### config.mk
export PLATFORM = sky130hd
export DESIGN_NAME = camera_jpeg_package_receiver_unit
export DESIGN_NICKNAME = d
export VERILOG_FILES = /design/src/design/cjpr_pkg.sv /design/src/design/cjpr_ctrl.sv /design/src/design/cjpr_emit.sv /design/src/design/camera_jpeg_package_receiver_unit.sv
export SDC_FILE = /design/constraint.sdc
export NUM_CORES = 1
export LEC_CHECK = 0
export BUFFER_PORTS_ARGS = -buffer_cell sky130_fd_sc_hd__buf_2
export CAP_MARGIN = 10
export CORE_UTILIZATION = 45
export DETAILED_ROUTE_END_ITERATION = 10
export REMOVE_ABC_BUFFERS = 1
export SLEW_MARGIN = 10
export SYNTH_ARGS = -nofsm -noshare
export SYNTH_HDL_FRONTEND = slang
export SYNTH_HIERARCHICAL = 1
export SYNTH_SLANG_ARGS = --single-unit
export TNS_END_PERCENT = 5
### constraint.sdc
create_clock -name clock -period 44.3 [get_ports clock]
set_input_delay 6.645 -clock clock [delete_from_list [all_inputs] [get_ports clock]]
set_output_delay 6.645 -clock clock [all_outputs]
set_load 0.02 [all_outputs]
### src/design/cjpr_pkg.sv
package cjpr_pkg;

   localparam int MAX_PACKAGE_DEFAULT = 512;

   // Input operation codes.
   localparam logic [1:0] OP_START   = 2'd0;
   localparam logic [1:0] OP_BYTE    = 2'd1;
   localparam logic [1:0] OP_TIMEOUT = 2'd2;

   // Result kinds.
   localparam logic [1:0] KIND_TX   = 2'd0;
   localparam logic [1:0] KIND_DATA = 2'd1;
   localparam logic [1:0] KIND_DONE = 2'd2;

   // Done status codes.
   localparam logic [1:0] ST_OK        = 2'd0;
   localparam logic [1:0] ST_NO_ACK    = 2'd1;
   localparam logic [1:0] ST_NO_DATA   = 2'd2;
   localparam logic [1:0] ST_TOO_MANY  = 2'd3;

   // Configuration register indexes.
   localparam logic [1:0] REG_PICTURE_TYPE  = 2'd0;
   localparam logic [1:0] REG_PACKAGE_BYTES = 2'd1;
   localparam logic [1:0] REG_ERROR_LIMIT   = 2'd2;

   // Reset values of the configuration registers.
   localparam logic [7:0] PICTURE_TYPE_RESET  = 8'd5;
   localparam logic [9:0] PACKAGE_BYTES_RESET = 10'd128;
   localparam logic [3:0] ERROR_LIMIT_RESET   = 4'd5;

   // Protocol bytes.
   localparam logic [7:0]  SYNC_BYTE     = 8'hAA;
   localparam logic [7:0]  CMD_ACK       = 8'h0E;
   localparam logic [7:0]  CMD_GET_PIC   = 8'h04;
   localparam logic [15:0] FINAL_ACK_ID  = 16'hF0F0;
   localparam int          FRAME_OVERHEAD = 6;
   localparam int          HEADER_BYTES   = 4;
   localparam int          MIN_PACKAGE    = 8;

   // Positions of the result sequencer.
   localparam logic [2:0] POS_DATA = 3'd0;
   localparam logic [2:0] POS_ACK0 = 3'd1;
   localparam logic [2:0] POS_ACK5 = 3'd6;
   localparam logic [2:0] POS_DONE = 3'd7;

   typedef enum logic [2:0] {
      PH_IDLE = 3'd0,
      PH_ACK  = 3'd1,
      PH_DATA = 3'd2,
      PH_PKG  = 3'd3
   } phase_type;

   typedef struct packed {
      logic [1:0] op;
      logic [7:0] rx_byte;
   } req_type;

   typedef struct packed {
      logic [1:0]  kind;
      logic [7:0]  byte_value;
      logic [23:0] offset;
      logic [1:0]  status;
      logic [23:0] total_size;
      logic        last;
   } rsp_type;

   // Everything one input item causes: an optional data byte, an optional
   // six-byte command, and an optional done result, emitted in that order.
   typedef struct packed {
      logic            has_data;
      logic [7:0]      data_byte;
      logic [23:0]     data_offset;
      logic            has_ack;
      logic [5:0][7:0] ack_bytes;
      logic            has_done;
      logic [1:0]      done_status;
      logic [23:0]     done_offset;
      logic [23:0]     done_total;
   } desc_type;

   function automatic logic [5:0][7:0] pkg_ack(input logic [15:0] id);
      logic [5:0][7:0] b;
      b[0] = SYNC_BYTE;
      b[1] = CMD_ACK;
      b[2] = 8'd0;
      b[3] = 8'd0;
      b[4] = id[7:0];
      b[5] = id[15:8];
      return b;
   endfunction

endpackage

### src/design/cjpr_ctrl.sv
module cjpr_ctrl #(
   parameter int MAX_PACKAGE = cjpr_pkg::MAX_PACKAGE_DEFAULT
) (
   input  logic              clock,
   input  logic              reset,
   input  logic              csr_write,
   input  logic [1:0]        csr_index,
   input  logic [31:0]       csr_data,
   input  logic              fire,
   input  cjpr_pkg::req_type req,
   output logic              desc_load,
   output cjpr_pkg::desc_type desc
);

   localparam int PW = $clog2(MAX_PACKAGE + 1);

   logic [7:0] picture_type_ff;
   logic [9:0] package_bytes_ff;
   logic [3:0] error_limit_ff;

   cjpr_pkg::phase_type phase_ff, phase_in;
   logic [PW-1:0] fi_ff, fi_in;
   logic [7:0]    r1_ff, r1_in, r2_ff, r2_in;
   logic [15:0]   dl_ff, dl_in;
   logic [23:0]   pic_ff, pic_in;
   logic [23:0]   base_ff, base_in;
   logic [15:0]   pc_ff, pc_in;
   logic [3:0]    ec_ff, ec_in;

   logic [PW-1:0] eff_pkg, frag, pl, fi_plus;
   logic [23:0]   rem, base_next, pic_next;
   logic [15:0]   fr6;
   logic [3:0]    lim, ec_plus;
   logic          in_payload;

   always_ff @(posedge clock) begin
      if (reset) begin
         picture_type_ff  <= cjpr_pkg::PICTURE_TYPE_RESET;
         package_bytes_ff <= cjpr_pkg::PACKAGE_BYTES_RESET;
         error_limit_ff   <= cjpr_pkg::ERROR_LIMIT_RESET;
      end else if (csr_write) begin
         unique case (csr_index)
            cjpr_pkg::REG_PICTURE_TYPE:  picture_type_ff  <= csr_data[7:0];
            cjpr_pkg::REG_PACKAGE_BYTES: package_bytes_ff <= csr_data[9:0];
            cjpr_pkg::REG_ERROR_LIMIT:   error_limit_ff   <= csr_data[3:0];
            default: ;
         endcase
      end
   end

   // Fragment geometry of the current package.
   always_comb begin
      if (package_bytes_ff < 10'(cjpr_pkg::MIN_PACKAGE)) begin
         eff_pkg = PW'(cjpr_pkg::MIN_PACKAGE);
      end else if (24'(package_bytes_ff) > 24'(MAX_PACKAGE)) begin
         eff_pkg = PW'(MAX_PACKAGE);
      end else begin
         eff_pkg = PW'(package_bytes_ff);
      end
      rem = pic_ff - base_ff;
      if (24'(eff_pkg) - 24'(cjpr_pkg::FRAME_OVERHEAD) > rem) begin
         frag = PW'(rem + 24'(cjpr_pkg::FRAME_OVERHEAD));
      end else begin
         frag = eff_pkg;
      end
      fr6 = 16'(frag) - 16'(cjpr_pkg::FRAME_OVERHEAD);
      pl  = (dl_ff > fr6) ? PW'(fr6) : PW'(dl_ff);
      fi_plus    = fi_ff + PW'(1);
      in_payload = (fi_ff >= PW'(cjpr_pkg::HEADER_BYTES)) &&
                   ((PW+1)'(fi_ff) < (PW+1)'(pl) + (PW+1)'(cjpr_pkg::HEADER_BYTES));
      base_next  = base_ff + 24'(pl);
      lim        = (error_limit_ff == 4'd0) ? 4'd1 : error_limit_ff;
      ec_plus    = ec_ff + 4'd1;
      pic_next   = pic_ff;
      unique case (fi_ff)
         PW'(3):  pic_next = {pic_ff[23:8], req.rx_byte};
         PW'(4):  pic_next = {pic_ff[23:16], req.rx_byte, pic_ff[7:0]};
         PW'(5):  pic_next = {req.rx_byte, pic_ff[15:0]};
         default: ;
      endcase
   end

   always_comb begin
      phase_in = phase_ff;
      fi_in    = fi_ff;
      r1_in    = r1_ff;
      r2_in    = r2_ff;
      dl_in    = dl_ff;
      pic_in   = pic_ff;
      base_in  = base_ff;
      pc_in    = pc_ff;
      ec_in    = ec_ff;
      desc     = '0;
      if (fire) begin
         unique case (req.op)
            cjpr_pkg::OP_START: begin
               phase_in = cjpr_pkg::PH_ACK;
               fi_in    = '0;
               r1_in    = '0;
               r2_in    = '0;
               dl_in    = '0;
               pic_in   = '0;
               base_in  = '0;
               pc_in    = '0;
               ec_in    = '0;
               desc.has_ack   = 1'b1;
               desc.ack_bytes = {8'd0, 8'd0, 8'd0, picture_type_ff,
                                 cjpr_pkg::CMD_GET_PIC, cjpr_pkg::SYNC_BYTE};
            end
            cjpr_pkg::OP_BYTE: begin
               unique case (phase_ff)
                  cjpr_pkg::PH_ACK: begin
                     if (fi_ff == PW'(1)) r1_in = req.rx_byte;
                     if (fi_ff == PW'(2)) r2_in = req.rx_byte;
                     if (fi_ff == PW'(5)) begin
                        fi_in = '0;
                        if (r1_ff == cjpr_pkg::CMD_ACK && r2_ff == cjpr_pkg::CMD_GET_PIC) begin
                           phase_in = cjpr_pkg::PH_DATA;
                        end else begin
                           phase_in         = cjpr_pkg::PH_IDLE;
                           desc.has_done    = 1'b1;
                           desc.done_status = cjpr_pkg::ST_NO_ACK;
                           desc.done_offset = base_ff;
                           desc.done_total  = pic_ff;
                        end
                     end else begin
                        fi_in = fi_plus;
                     end
                  end
                  cjpr_pkg::PH_DATA: begin
                     pic_in = pic_next;
                     if (fi_ff == PW'(5)) begin
                        fi_in = '0;
                        if (pic_next == 24'd0) begin
                           phase_in         = cjpr_pkg::PH_IDLE;
                           desc.has_ack     = 1'b1;
                           desc.ack_bytes   = cjpr_pkg::pkg_ack(cjpr_pkg::FINAL_ACK_ID);
                           desc.has_done    = 1'b1;
                           desc.done_status = cjpr_pkg::ST_OK;
                           desc.done_offset = base_ff;
                           desc.done_total  = pic_next;
                        end else begin
                           phase_in       = cjpr_pkg::PH_PKG;
                           desc.has_ack   = 1'b1;
                           desc.ack_bytes = cjpr_pkg::pkg_ack(pc_ff);
                        end
                     end else begin
                        fi_in = fi_plus;
                     end
                  end
                  cjpr_pkg::PH_PKG: begin
                     if (fi_ff == PW'(2)) dl_in = {dl_ff[15:8], req.rx_byte};
                     if (fi_ff == PW'(3)) dl_in = {req.rx_byte, dl_ff[7:0]};
                     if (in_payload) begin
                        desc.has_data    = 1'b1;
                        desc.data_byte   = req.rx_byte;
                        desc.data_offset = base_ff + 24'(fi_ff) -
                                           24'(cjpr_pkg::HEADER_BYTES);
                     end
                     if (fi_plus >= frag) begin
                        // Package complete: advance the picture offset and id.
                        base_in = base_next;
                        pc_in   = pc_ff + 16'd1;
                        ec_in   = '0;
                        fi_in   = '0;
                        desc.has_ack = 1'b1;
                        if (base_next >= pic_ff) begin
                           phase_in         = cjpr_pkg::PH_IDLE;
                           desc.ack_bytes   = cjpr_pkg::pkg_ack(cjpr_pkg::FINAL_ACK_ID);
                           desc.has_done    = 1'b1;
                           desc.done_status = cjpr_pkg::ST_OK;
                           desc.done_offset = base_next;
                           desc.done_total  = pic_ff;
                        end else begin
                           desc.ack_bytes = cjpr_pkg::pkg_ack(pc_ff + 16'd1);
                        end
                     end else begin
                        fi_in = fi_plus;
                     end
                  end
                  default: ;
               endcase
            end
            cjpr_pkg::OP_TIMEOUT: begin
               unique case (phase_ff)
                  cjpr_pkg::PH_ACK, cjpr_pkg::PH_DATA: begin
                     phase_in         = cjpr_pkg::PH_IDLE;
                     fi_in            = '0;
                     desc.has_done    = 1'b1;
                     desc.done_status = (phase_ff == cjpr_pkg::PH_ACK) ?
                                        cjpr_pkg::ST_NO_ACK : cjpr_pkg::ST_NO_DATA;
                     desc.done_offset = base_ff;
                     desc.done_total  = pic_ff;
                  end
                  cjpr_pkg::PH_PKG: begin
                     ec_in        = ec_plus;
                     fi_in        = '0;
                     desc.has_ack = 1'b1;
                     if (ec_plus >= lim) begin
                        phase_in         = cjpr_pkg::PH_IDLE;
                        desc.ack_bytes   = cjpr_pkg::pkg_ack(cjpr_pkg::FINAL_ACK_ID);
                        desc.has_done    = 1'b1;
                        desc.done_status = cjpr_pkg::ST_TOO_MANY;
                        desc.done_offset = base_ff;
                        desc.done_total  = pic_ff;
                     end else begin
                        desc.ack_bytes = cjpr_pkg::pkg_ack(pc_ff);
                     end
                  end
                  default: ;
               endcase
            end
            default: ;
         endcase
      end
   end

   assign desc_load = fire && (desc.has_data || desc.has_ack || desc.has_done);

   always_ff @(posedge clock) begin
      if (reset) begin
         phase_ff <= cjpr_pkg::PH_IDLE;
         fi_ff    <= '0;
         r1_ff    <= '0;
         r2_ff    <= '0;
         dl_ff    <= '0;
         pic_ff   <= '0;
         base_ff  <= '0;
         pc_ff    <= '0;
         ec_ff    <= '0;
      end else begin
         phase_ff <= phase_in;
         fi_ff    <= fi_in;
         r1_ff    <= r1_in;
         r2_ff    <= r2_in;
         dl_ff    <= dl_in;
         pic_ff   <= pic_in;
         base_ff  <= base_in;
         pc_ff    <= pc_in;
         ec_ff    <= ec_in;
      end
   end

endmodule

### src/design/cjpr_emit.sv
module cjpr_emit (
   input  logic               clock,
   input  logic               reset,
   input  logic               desc_load,
   input  cjpr_pkg::desc_type desc,
   output logic               slot_free,
   output logic               rsp_valid,
   input  logic               rsp_stall,
   output cjpr_pkg::rsp_type  rsp_payload
);

   cjpr_pkg::desc_type desc_ff;
   logic               busy_ff;
   logic [2:0]         pos_ff, pos_in, next_pos, first_pos;
   logic               has_next, taken;
   logic [2:0]         ack_idx;

   always_comb begin
      if (desc.has_data) begin
         first_pos = cjpr_pkg::POS_DATA;
      end else if (desc.has_ack) begin
         first_pos = cjpr_pkg::POS_ACK0;
      end else begin
         first_pos = cjpr_pkg::POS_DONE;
      end
   end

   always_comb begin
      next_pos = cjpr_pkg::POS_DONE;
      has_next = 1'b0;
      priority if (pos_ff == cjpr_pkg::POS_DONE) begin
         has_next = 1'b0;
      end else if (pos_ff == cjpr_pkg::POS_DATA) begin
         has_next = desc_ff.has_ack || desc_ff.has_done;
         next_pos = desc_ff.has_ack ? cjpr_pkg::POS_ACK0 : cjpr_pkg::POS_DONE;
      end else if (pos_ff == cjpr_pkg::POS_ACK5) begin
         has_next = desc_ff.has_done;
      end else begin
         has_next = 1'b1;
         next_pos = pos_ff + 3'd1;
      end
   end

   assign taken     = busy_ff && !rsp_stall;
   assign slot_free = !busy_ff || (taken && !has_next);
   assign rsp_valid = busy_ff;

   always_comb begin
      pos_in = pos_ff;
      if (desc_load) begin
         pos_in = first_pos;
      end else if (taken && has_next) begin
         pos_in = next_pos;
      end
   end

   always_ff @(posedge clock) begin
      if (reset) begin
         busy_ff <= 1'b0;
      end else if (desc_load) begin
         busy_ff <= 1'b1;
      end else if (taken && !has_next) begin
         busy_ff <= 1'b0;
      end
   end

   always_ff @(posedge clock) begin
      pos_ff <= pos_in;
      if (desc_load) begin
         desc_ff <= desc;
      end
   end

   assign ack_idx = pos_ff - cjpr_pkg::POS_ACK0;

   always_comb begin
      rsp_payload      = '0;
      rsp_payload.last = !has_next;
      priority if (pos_ff == cjpr_pkg::POS_DATA) begin
         rsp_payload.kind       = cjpr_pkg::KIND_DATA;
         rsp_payload.byte_value = desc_ff.data_byte;
         rsp_payload.offset     = desc_ff.data_offset;
      end else if (pos_ff == cjpr_pkg::POS_DONE) begin
         rsp_payload.kind       = cjpr_pkg::KIND_DONE;
         rsp_payload.offset     = desc_ff.done_offset;
         rsp_payload.status     = desc_ff.done_status;
         rsp_payload.total_size = desc_ff.done_total;
      end else begin
         rsp_payload.kind       = cjpr_pkg::KIND_TX;
         rsp_payload.byte_value = desc_ff.ack_bytes[ack_idx];
      end
   end

endmodule

### src/design/camera_jpeg_package_receiver_unit.sv
// Serial camera JPEG package receiver.
// The req channel carries one beat per event: a start request, a byte that
// came in from the camera, or a response timeout. The rsp channel carries the
// beats that each event causes, in order: bytes to transmit to the camera,
// picture data bytes with their picture offsets, and a done beat with the
// status and picture size. The final beat of an event carries last.
// The csr channel writes picture type, package length and error limit; it is
// always ready, and the user must write it only while the block is idle; the
// block itself does not enforce this. A req beat is processed in the cycle
// it is accepted; its first rsp beat is valid in the next cycle, and while
// rsp_stall is low one rsp beat follows per cycle after that, up to seven
// beats for one event. The next req beat is taken in the cycle the last
// rsp beat of the previous event is taken, so a byte event with one result
// sustains one beat per cycle while rsp_stall is low.
// Events that produce no results are absorbed with no rsp beat.
// Synchronous reset returns the protocol to idle, clears all counters and
// restores the register defaults. While rsp_stall is high the current rsp
// beat holds, and req_stall rises once an event's results are waiting.
module camera_jpeg_package_receiver_unit #(
   parameter int MAX_PACKAGE = cjpr_pkg::MAX_PACKAGE_DEFAULT
) (
   input  logic              clock,
   input  logic              reset,
   input  logic              req_valid,
   output logic              req_stall,
   input  cjpr_pkg::req_type req_payload,
   output logic              rsp_valid,
   input  logic              rsp_stall,
   output cjpr_pkg::rsp_type rsp_payload,
   input  logic              csr_valid,
   output logic              csr_ready,
   input  logic [1:0]        csr_index,
   input  logic [31:0]       csr_data
);

   logic               fire;
   logic               slot_free;
   logic               desc_load;
   cjpr_pkg::desc_type desc;

   // The result slot must be free, or freeing this cycle, before a new event
   // may update the protocol state.
   assign req_stall = !slot_free;
   assign fire      = req_valid && slot_free;
   assign csr_ready = 1'b1;

   cjpr_ctrl #(
      .MAX_PACKAGE(MAX_PACKAGE)
   ) u_ctrl (
      .clock     (clock),
      .reset     (reset),
      .csr_write (csr_valid && csr_ready),
      .csr_index (csr_index),
      .csr_data  (csr_data),
      .fire      (fire),
      .req       (req_payload),
      .desc_load (desc_load),
      .desc      (desc)
   );

   // Serializes the results of one event onto the rsp channel.
   cjpr_emit u_emit (
      .clock       (clock),
      .reset       (reset),
      .desc_load   (desc_load),
      .desc        (desc),
      .slot_free   (slot_free),
      .rsp_valid   (rsp_valid),
      .rsp_stall   (rsp_stall),
      .rsp_payload (rsp_payload)
   );

endmodule
### Yosys cells after proc, flatten, opt, wreduce, memory -nomap -nowiden

Index checks and enable logic that the tools add are counted.

* bits in registers: 271
* bits of input ports: 49
* output and inout bits: 64

* reductions and logical operators: 39
* equal/unequal tests: 34
* add/subtract/negate cells: 13
* multiplexer cells: 84
* order comparisons: 10

Operator list (count)
* $mux 51: 5
* $pmux 51 s2: 2
* $mux 100: 2
* $pmux 51 s3: 1
* $pmux 49 s3: 1
* $mux 48: 3
* $mux 133: 1
* $mux 33: 3
* $pmux 49 s2: 1
* $pmux 24 s2: 2
* $mux 24: 3
* $pmux 24 s3: 1
* $mux 10: 7
* $mux 16: 4
* $pmux 16 s2: 2
* $mux 8: 7
* $mux 50: 1
* $mux 49: 1
* $add 24x10->24: 2
* $mux 3: 13
* $mux 34: 1
* $pmux 8 s2: 2
* $pmux 10 s3: 1
* $mux 26: 1
* 59 further kinds: 113

### Longest topological paths before layout

Gate-level depths: netlist (run 1).

* depth in word-level cells: 20
* gate-level depth with buffers: 68
* mapped depth without buffers: 63

### Modules after synthesis

Netlist (run 1), hierarchy kept.

Modules (own cells, without submodules)
* cjpr_ctrl: area each 13800.7 µm², times used 1, cells an instance 1882
* cjpr_emit: area each 5217.5 µm², times used 1, cells an instance 283
* camera_jpeg_package_receiver_unit: area each 21.3 µm², times used 1, cells an instance 4

### Worst setup path after synthesis (run 1)

No wires, ideal clock.

* path type: register -> register
* start: register u_ctrl.base_ff[0]
* end: register u_emit/desc_ff[0] (netlist name), enable pin
* required time: 42.839 ns
* setup time: 1.461 ns
* buffers on the path: 4
* setup slack: 28.349 ns
* cell stages (with the launch flop): 61
* arrival time: 14.490 ns
* cell sequence: dfxtp_1 -> ha_1 -> inv_1 -> fa_1 -> a211oi_2 -> o21ai_0 -> a31o_2 -> a21oi_1 -> o21bai_1 -> a21oi_1 -> nor2_1 -> o41a_1 -> a41o_1 -> o41ai_1 -> xor2_1 -> ha_1 -> nand4_1 -> or4_1 -> [... 25 more ...] -> o21bai_1 -> a21oi_1 -> o21ai_1 -> and3_1 -> clkbuf_1 -> nand3_1 -> xnor2_1 -> inv_1 -> ha_1 -> nand4_1 -> and3b_1 -> a21oi_1 -> a31oi_1 -> a21o_1 -> clkbuf_1 -> o21bai_1 -> a21oi_1 -> nand3b_1

RTL lines
* from (decl): line cjpr_ctrl.sv:26 `logic [23:0] base_ff, base_in;`
* from (signal assigned): line cjpr_ctrl.sv:238 `base_ff <= base_in;`
* to (signal assigned): line cjpr_emit.sv:70 `desc_ff <= desc;`
* to (decl): line cjpr_emit.sv:12 `cjpr_pkg::desc_type desc_ff;`

==> flow_summary.ini, run 1 <==
[outcome]
status = finished, final reports clean

[route]
dr.pass1.iters = 6
ant_nets = 0
viasPerCell = 5.88
drt_iter0_drc = 1330
route.detailed.drc = 0
wirelength_um = 55300
vias = 16370
wl_per_cell_um = 19.9

[global_routing]
antenna_found_initial = 2
grt_overflow = 0
grt_util_all_layers_pct = 25.3
first_global_vias = 15761
grt_max_degree = 74
grt_pass1_wl_um = 87300

[die]
chipWidth_um = 208
core_um2 = 41300
start_util_pct = 46.1
boundaryPins = 113
fp-row-count = 74
die_area_um2 = 43100
die_y_um = 208

[power]
ir_drop_v = 0.0000296
leakagePower_nw = 8.76
total_power_mw = 0.596
power_density_nw_per_um2 = 28.4

[cts]
worst_skew_pair.late_latency_ns = 0.59
cts_buffers = 31
clk_pin_slew_ns = 0.07
clockBufferDepth = 3
cts_tree = built
clock-sinks = 270
post_cts_buffers = 0
hold_buffers = 0
cts-resized-gates = 0
ctsHtreeMaxLevel = 1
clock-root-buffer = clkbuf_16

[logic_synthesis]
synth_edf_count = 135
yosys_warnings = 6
synth_cells = 2169
synth_seq_cells = 270
async_flop_share_pct = 0
ys_types = 97
synth.avg_cell_area_um2 = 8.78
syn-cell-area_um2 = 19000
ys_seq_area_share_pct = 35.5
synth_flop_cell = edfxtp_1

[critical_path]
critPathCaptureType = flop
critPathKind = reg -> reg
cpPeakStageDelay_ns = 0.91
cp.arrival_ns = 19.63
crit_top_cell = a21oi_1
cp-startpoint = u_ctrl/pic_ff[0]
cp_max_fo = 73
cp-start-kind = flop
rrSetupSlack_ns = 24.93
cp_slowest_cell = a311oi_1
worstPathRequired_ns = 44.56
r2r-start = u_ctrl/pic_ff[0]

[worst_hold_path]
hold_start = u_ctrl/base_ff[3]
min_path_type = reg -> reg

[timing]
slew_headroom_pct = 22.2
period_needed_ns = 19.37
clock.fmax_ghz = 0.0516
period_share_pct = 43.7
fin_skew_ns = 0.0163
fin_tns_setup_ns = 0
tightestPinTransition_ns = 1.16
slew_viol_final = 0
rsz0062_at_grt = false
setup_viol = 0
finalHoldViolCount = 0
finalWorstSetupSlack_ns = 24.93

[run]
maxCapViolations = 0

[placed_design]
gp_congestion = 0.906
portBuffers = 89
place_area_um2 = 19800
place_ws_ns = 25.24
dp_hpwl_um = 41300

[finish]
final_core_util_pct = 50.8
fin_area_um2 = 21000
nets = 2466
drive_gt1_share_pct = 8.97
area.growth.synth_to_final_pct = 10.2
[worst paths after layout]
kind                            end  cells past startpoint
hold reg to reg   u_ctrl/base_ff[3]                      2
setup / recovery   u_emit/pos_ff[0]                     60
hold / removal    u_ctrl/base_ff[3]                      2
setup reg to reg   u_emit/pos_ff[0]                     60
[stage by stage]
stage / instances / hold WS, ns
final: 2784 / 0.478
after global routing: 2784 / 0.488
after CTS: 2783 / 0.476
after detailed placement: 2725 / 0.464
after global placement: 2725 / 0.457
after floorplan: 2085 / 0.436
[worst max-delay path: cells and delay by family (launching register included)]
| family | cells | cell delay [ns] |
|---|---|---|
| AOI/OAI and AO/OA | 28 | 8.88 |
| buffers and inverters | 8 | 2.70 |
| xor gates and xnor gates | 3 | 0.43 |
| adders and majority gates | 7 | 2.02 |
| and+or+nand+nor | 14 | 4.54 |
| DFF | 1 | 0.38 |
[cell usage in the layout, fill, tap and decap left out, drive strengths merged, types with 12 or more instances in the layout]
master and instances:
a211oi 18, a21o 35, a21oi 155, a22o 24, a22oi 44, and2 55, and3 63, buf 108
clkbuf 47, conb 32, dfxtp 135, edfxtp 135, ha 188, inv 147, mux2i 23, nand2 141
nand2b 26, nand3 67, nand4 24, nor2 257, nor2b 21, nor3 59, nor4 16, o211ai 12
o21ai 108, o21bai 22, o22ai 16, or3 16, xnor2 56, xor2 29
[area by class of cell]
| cell class | count | area (um^2) |
|---|---|---|
| Fill cell | 3919 | 20300 |
| Clock buffer | 47 | 993 |
| Antenna cell | 1 | 2.50 |
| Clock inverter | 11 | 134 |
| Inverter | 147 | 552 |
| Multi-Input combinational cell | 1668 | 11300 |
| Tap cell | 532 | 666 |
| Sequential cell | 270 | 6760 |
| Timing Repair Buffer | 108 | 591 |
[routing by layer]
layer / up-vias / GRT usage, % / routed length, um / part of all wire (%)
met5: - / 0 / 0 / 0
met4: 0 / 8.22 / 1540 / 2.8
met3: 93 / 2.56 / 3100 / 5.6
met2: 494 / 41.3 / 25000 / 45
met1: 7864 / 35.2 / 25700 / 46
li1: 7919 / - / - / -
[where the power goes]
group / total, mW / leakage (nW) / switching, mW / internal [mW]
Clock: 0.277 / 0.562 / 0.109 / 0.168
Sequential: 0.268 / 2.32 / 0.00234 / 0.266
Combinational: 0.0513 / 5.88 / 0.0343 / 0.0169
Total: 0.596 / 8.76 / 0.146 / 0.450
[registers in the layout (all words and copies together) (netlist names), 2 cells and up]
| name | cells |
|---|---|
| u_ctrl/pc_ff | 16 |
| u_ctrl/error_limit_ff | 4 |
| u_ctrl/r1_ff | 8 |
| u_ctrl/pic_ff | 24 |
| u_ctrl/package_bytes_ff | 10 |
| u_emit/desc_ff | 132 |
| u_ctrl/base_ff | 24 |
| u_ctrl/phase_ff | 2 |
| u_ctrl/r2_ff | 8 |
| u_ctrl/ec_ff | 4 |
| u_ctrl/fi_ff | 10 |
| u_ctrl/dl_ff | 16 |
| u_emit/pos_ff | 3 |
| u_ctrl/picture_type_ff | 8 |
[cells by family after synthesis]
group | share of synthesized area, %
other | 0.0394
DFF | 35.5
xor gates and xnor gates | 4.03
muxes | 2.96
adders and majority gates | 12.7
buffers and inverters | 5.90
AOI/OAI and AO/OA | 18.8
and+or+nand+nor | 20.1
[cells in the mapped netlist, types with 21 or more instances]
| library cell | number | area share (%) |
|---|---|---|
| inv_1 | 143 | 2.8 |
| o21ai_0 | 100 | 2.6 |
| clkbuf_1 | 71 | 1.4 |
| nor2_1 | 257 | 5.1 |
| a21o_1 | 35 | 1.4 |
| nand4_1 | 24 | 0.79 |
| xnor2_1 | 56 | 2.6 |
| nand2b_1 | 26 | 0.85 |
| nand3_1 | 67 | 1.8 |
| edfxtp_1 | 135 | 21 |
| a22o_1 | 24 | 1.1 |
| nor3_1 | 56 | 1.5 |
| ha_1 | 188 | 12 |
| xor2_1 | 29 | 1.3 |
| and3_1 | 63 | 2.1 |
| a22oi_1 | 44 | 1.7 |
| and2_1 | 53 | 1.7 |
| o21bai_1 | 22 | 0.87 |
| a21oi_1 | 153 | 4.0 |
| dfxtp_1 | 135 | 14 |
| nor2b_1 | 21 | 0.69 |
| nand2_1 | 140 | 2.8 |
| buf_4 | 24 | 0.95 |
| mux2i_1 | 23 | 1.2 |
Power figures use the tool's default switching activity.
==> run 2: changes to the inputs <==
--- a/config.mk
+++ b/config.mk
@@ -5,6 +5,7 @@
 export SDC_FILE = /design/constraint.sdc
 export NUM_CORES = 1
 export LEC_CHECK = 0
+export ABC_AREA = 1
 export BUFFER_PORTS_ARGS = -buffer_cell sky130_fd_sc_hd__buf_2
 export CAP_MARGIN = 10
 export CORE_UTILIZATION = 45
==> constraint.sdc (replaced) <==
create_clock -name clock -period 19.95 [get_ports clock]
set_input_delay 2.9925 -clock clock [delete_from_list [all_inputs] [get_ports clock]]
set_output_delay 2.9925 -clock clock [all_outputs]
set_load 0.02 [all_outputs]
==> run 2 against run 1 <==
Largest power group unchanged. Global-route usage is 0.32 points lower. Cell area is 4.1% higher. Cell count increased by 22%. Synthesized cell count grew 26%. Largest cell class unchanged. Register-to-register slack got worse by 19 ns.
==> flow_summary.ini, run 2 <==
[finish]
top_regs = u_emit/desc_ff: 132 flops, u_ctrl/base_ff: 24 flops, u_ctrl/pic_ff: 24 flops
layout_commonest_cell = nand2_1
diodes = 0
nets = 3019
mostFrequentLayoutCells = nand2_1 (741), inv_1 (350), a21oi_1 (290)
drive_gt1_share_pct = 8.59
area.growth.synth_to_final_pct = 9.73
largest_reg_flops = 132
largest_register = u_emit/desc_ff

[timing]
finalWorstSetupSlack_ns = 5.99
slew_viol_final = 0
finalHoldViolCount = 0
slew_headroom_pct = 22.7
rsz0062_at_grt = false
setup_viol = 0
whs_ns = 0.458
fin_tns_setup_ns = 0
fin_skew_ns = 0.0188
tightestPinTransition_ns = 1.16
period_needed_ns = 13.96
clock.fmax_ghz = 0.0717
period_share_pct = 70.0

[route]
wirelength_um = 56100
dr.pass1.iters = 6
route.detailed.drc = 0
viasPerCell = 5.24
wl_per_cell_um = 16.6
ant_nets = 0
vias = 17760
drt_iter0_drc = 1557

[cts]
cts_tree = built
clk_pin_slew_ns = 0.06
post_cts_buffers = 0
hold_buffers = 0
ctsHtreeMaxLevel = 2
cts-resized-gates = 0
cts_buffers = 34
clock-root-buffer = clkbuf_16
worst_skew_pair.late_latency_ns = 0.55
clockBufferDepth = 3
clock-sinks = 270

[global_routing]
grt_pass1_wl_um = 87900
antenna_found_initial = 0
grt_max_degree = 93
first_global_vias = 16377
grt_util_all_layers_pct = 25.0
grt_overflow = 0

[logic_synthesis]
syn-cell-area_um2 = 19900
synth_cells = 2726
synth_most_common_cell = nand2_1
synth_edf_count = 135
yosysTopAreaCell = edfxtp_1
synth_xor_area_share_pct = 4.19
synth_top_area_share_pct = 20.4
synthMuxAreaShare_pct = 0
synthAdderAreaFrac_pct = 12.1
yosys_warnings = 6
synth-simple-area-share_pct = 25.6
async_flop_share_pct = 0
ys_types = 65
synth_compound_area_share_pct = 14.0
ys_seq_area_share_pct = 34.0
synth_seq_cells = 270
synth_top_family_by_area = simple AND/OR/NAND/NOR gates
synth.avg_cell_area_um2 = 7.30
netlist_top_cells_count = nand2_1 (744), inv_1 (351), a21oi_1 (290)
synth_flop_cell = edfxtp_1
synth_area_leaders = edfxtp_1 (20%), nand2_1 (14%), dfxtp_1 (14%)

[critical_path]
cp_slowest_cell = buf_4
cp.arrival_ns = 14.12
cpPeakStageDelay_ns = 0.77
worstPathRequired_ns = 20.11
crit_top_cell = nand2_1
critPathCaptureType = flop
critPathKind = reg -> reg
cp-start-kind = flop
cp_max_fo = 68

[die]
fp-row-count = 76
boundaryPins = 113
chipWidth_um = 212
core_um2 = 43400
start_util_pct = 45.9
die_area_um2 = 45100
die_y_um = 212

[outcome]
status = finished, final reports clean

[power]
swShare_pct = 36.3
clockPowerShare_pct = 34.0
ir_drop_v = 0.0000485
switchingPower_mw = 0.681
power_density_nw_per_um2 = 86.0
internal-power_mw = 1.20
leakagePower_nw = 10.0
p_comb_share_pct = 33.9
seqPwrFrac_pct = 32.1

[placed_design]
portBuffers = 89
dp_hpwl_um = 41700
place_ws_ns = 6.19
gp_congestion = 0.912

[worst_hold_path]
min_path_type = reg -> reg

[run]
maxCapViolations = 0
==> run 2: changes by cell type after synthesis, moves of 48 or more <==
cell,previous run,this run
and2_1,53,5
a21oi_1,153,290
nand3_1,67,149
nor2_1,257,160
and3_1,63,1
inv_1,143,351
nand2_1,140,744
==> run 2: worst max-delay path: cells and delay by family, from the launching register on <==
kind | cells | cell delay, ns
buffers and inverters | 6 | 1.58
DFF | 1 | 0.38
adders and majority gates | 7 | 1.99
AOI/OAI and AO/OA | 8 | 1.82
and+or+nand+nor | 42 | 7.31
xor gates and xnor gates | 2 | 0.37
==> run 2: cell type report <==
type / count / area (um^2)
flip-flops and latches: 270 / 6760
well taps: 585 / 732
inverters: 369 / 1390
repair buffers: 100 / 528
multi-input cells: 2004 / 11300
clock buffers: 46 / 957
clock inverters: 15 / 189
fillers: 4324 / 21500
==> run 2: final timing paths <==
path,from,endpoint,slack [ns],cells after the start
min,u_ctrl/r1_ff[3],u_ctrl/r1_ff[3],0.46,2
min reg2reg,u_ctrl/r1_ff[3],u_ctrl/r1_ff[3],0.46,2
max,u_ctrl/pic_ff[0],u_emit/desc_ff[25],5.99,65
max reg2reg,u_ctrl/pic_ff[0],u_emit/desc_ff[25],5.99,65
==> run 2: power groups by stage <==
stage	Clock [mW]	Sequential (mW)	Combinational, mW
after CTS	0.655	0.602	0.630
after detailed placement	0	0.614	0.626
final	0.639	0.602	0.637
after global placement	0	0.613	0.610
after global routing	0.674	0.603	0.723
after floorplan	0	0.613	0.463
==> run 2: cell families after synthesis <==
kind of cell / after synthesis
AOI/OAI and AO/OA: 493
xor gates and xnor gates: 93
adders and majority gates: 191
buffers and inverters: 482
DFF: 270
other: 2
and+or+nand+nor: 1195
==> run 2: routing by layer <==
| layer | part of all wire, % | vias to the layer above | global-route usage (%) |
|---|---|---|---|
| met3 | 6.3 | 98 | 4.25 |
| met4 | 2.9 | 0 | 8.34 |
| li1 | - | 9029 | - |
| met1 | 45 | 8123 | 34.1 |
| met5 | 0 | - | 0 |
| met2 | 45 | 510 | 40.0 |
==> run 2: stage by stage <==
step / utilization, % / std cells / power, mW / instance area (um^2)
2_1_floorplan: - / 2643 / 1.08 / 19400
3_3_place_gp: 47.7 / 3328 / 1.22 / 20700
3_5_place_dp: 47.7 / 3328 / 1.24 / 20700
4_1_cts: 50.3 / 3389 / 1.89 / 21800
5_1_grt: 50.3 / 3389 / 2.00 / 21800
6_report: 50.3 / 3389 / 1.88 / 21800
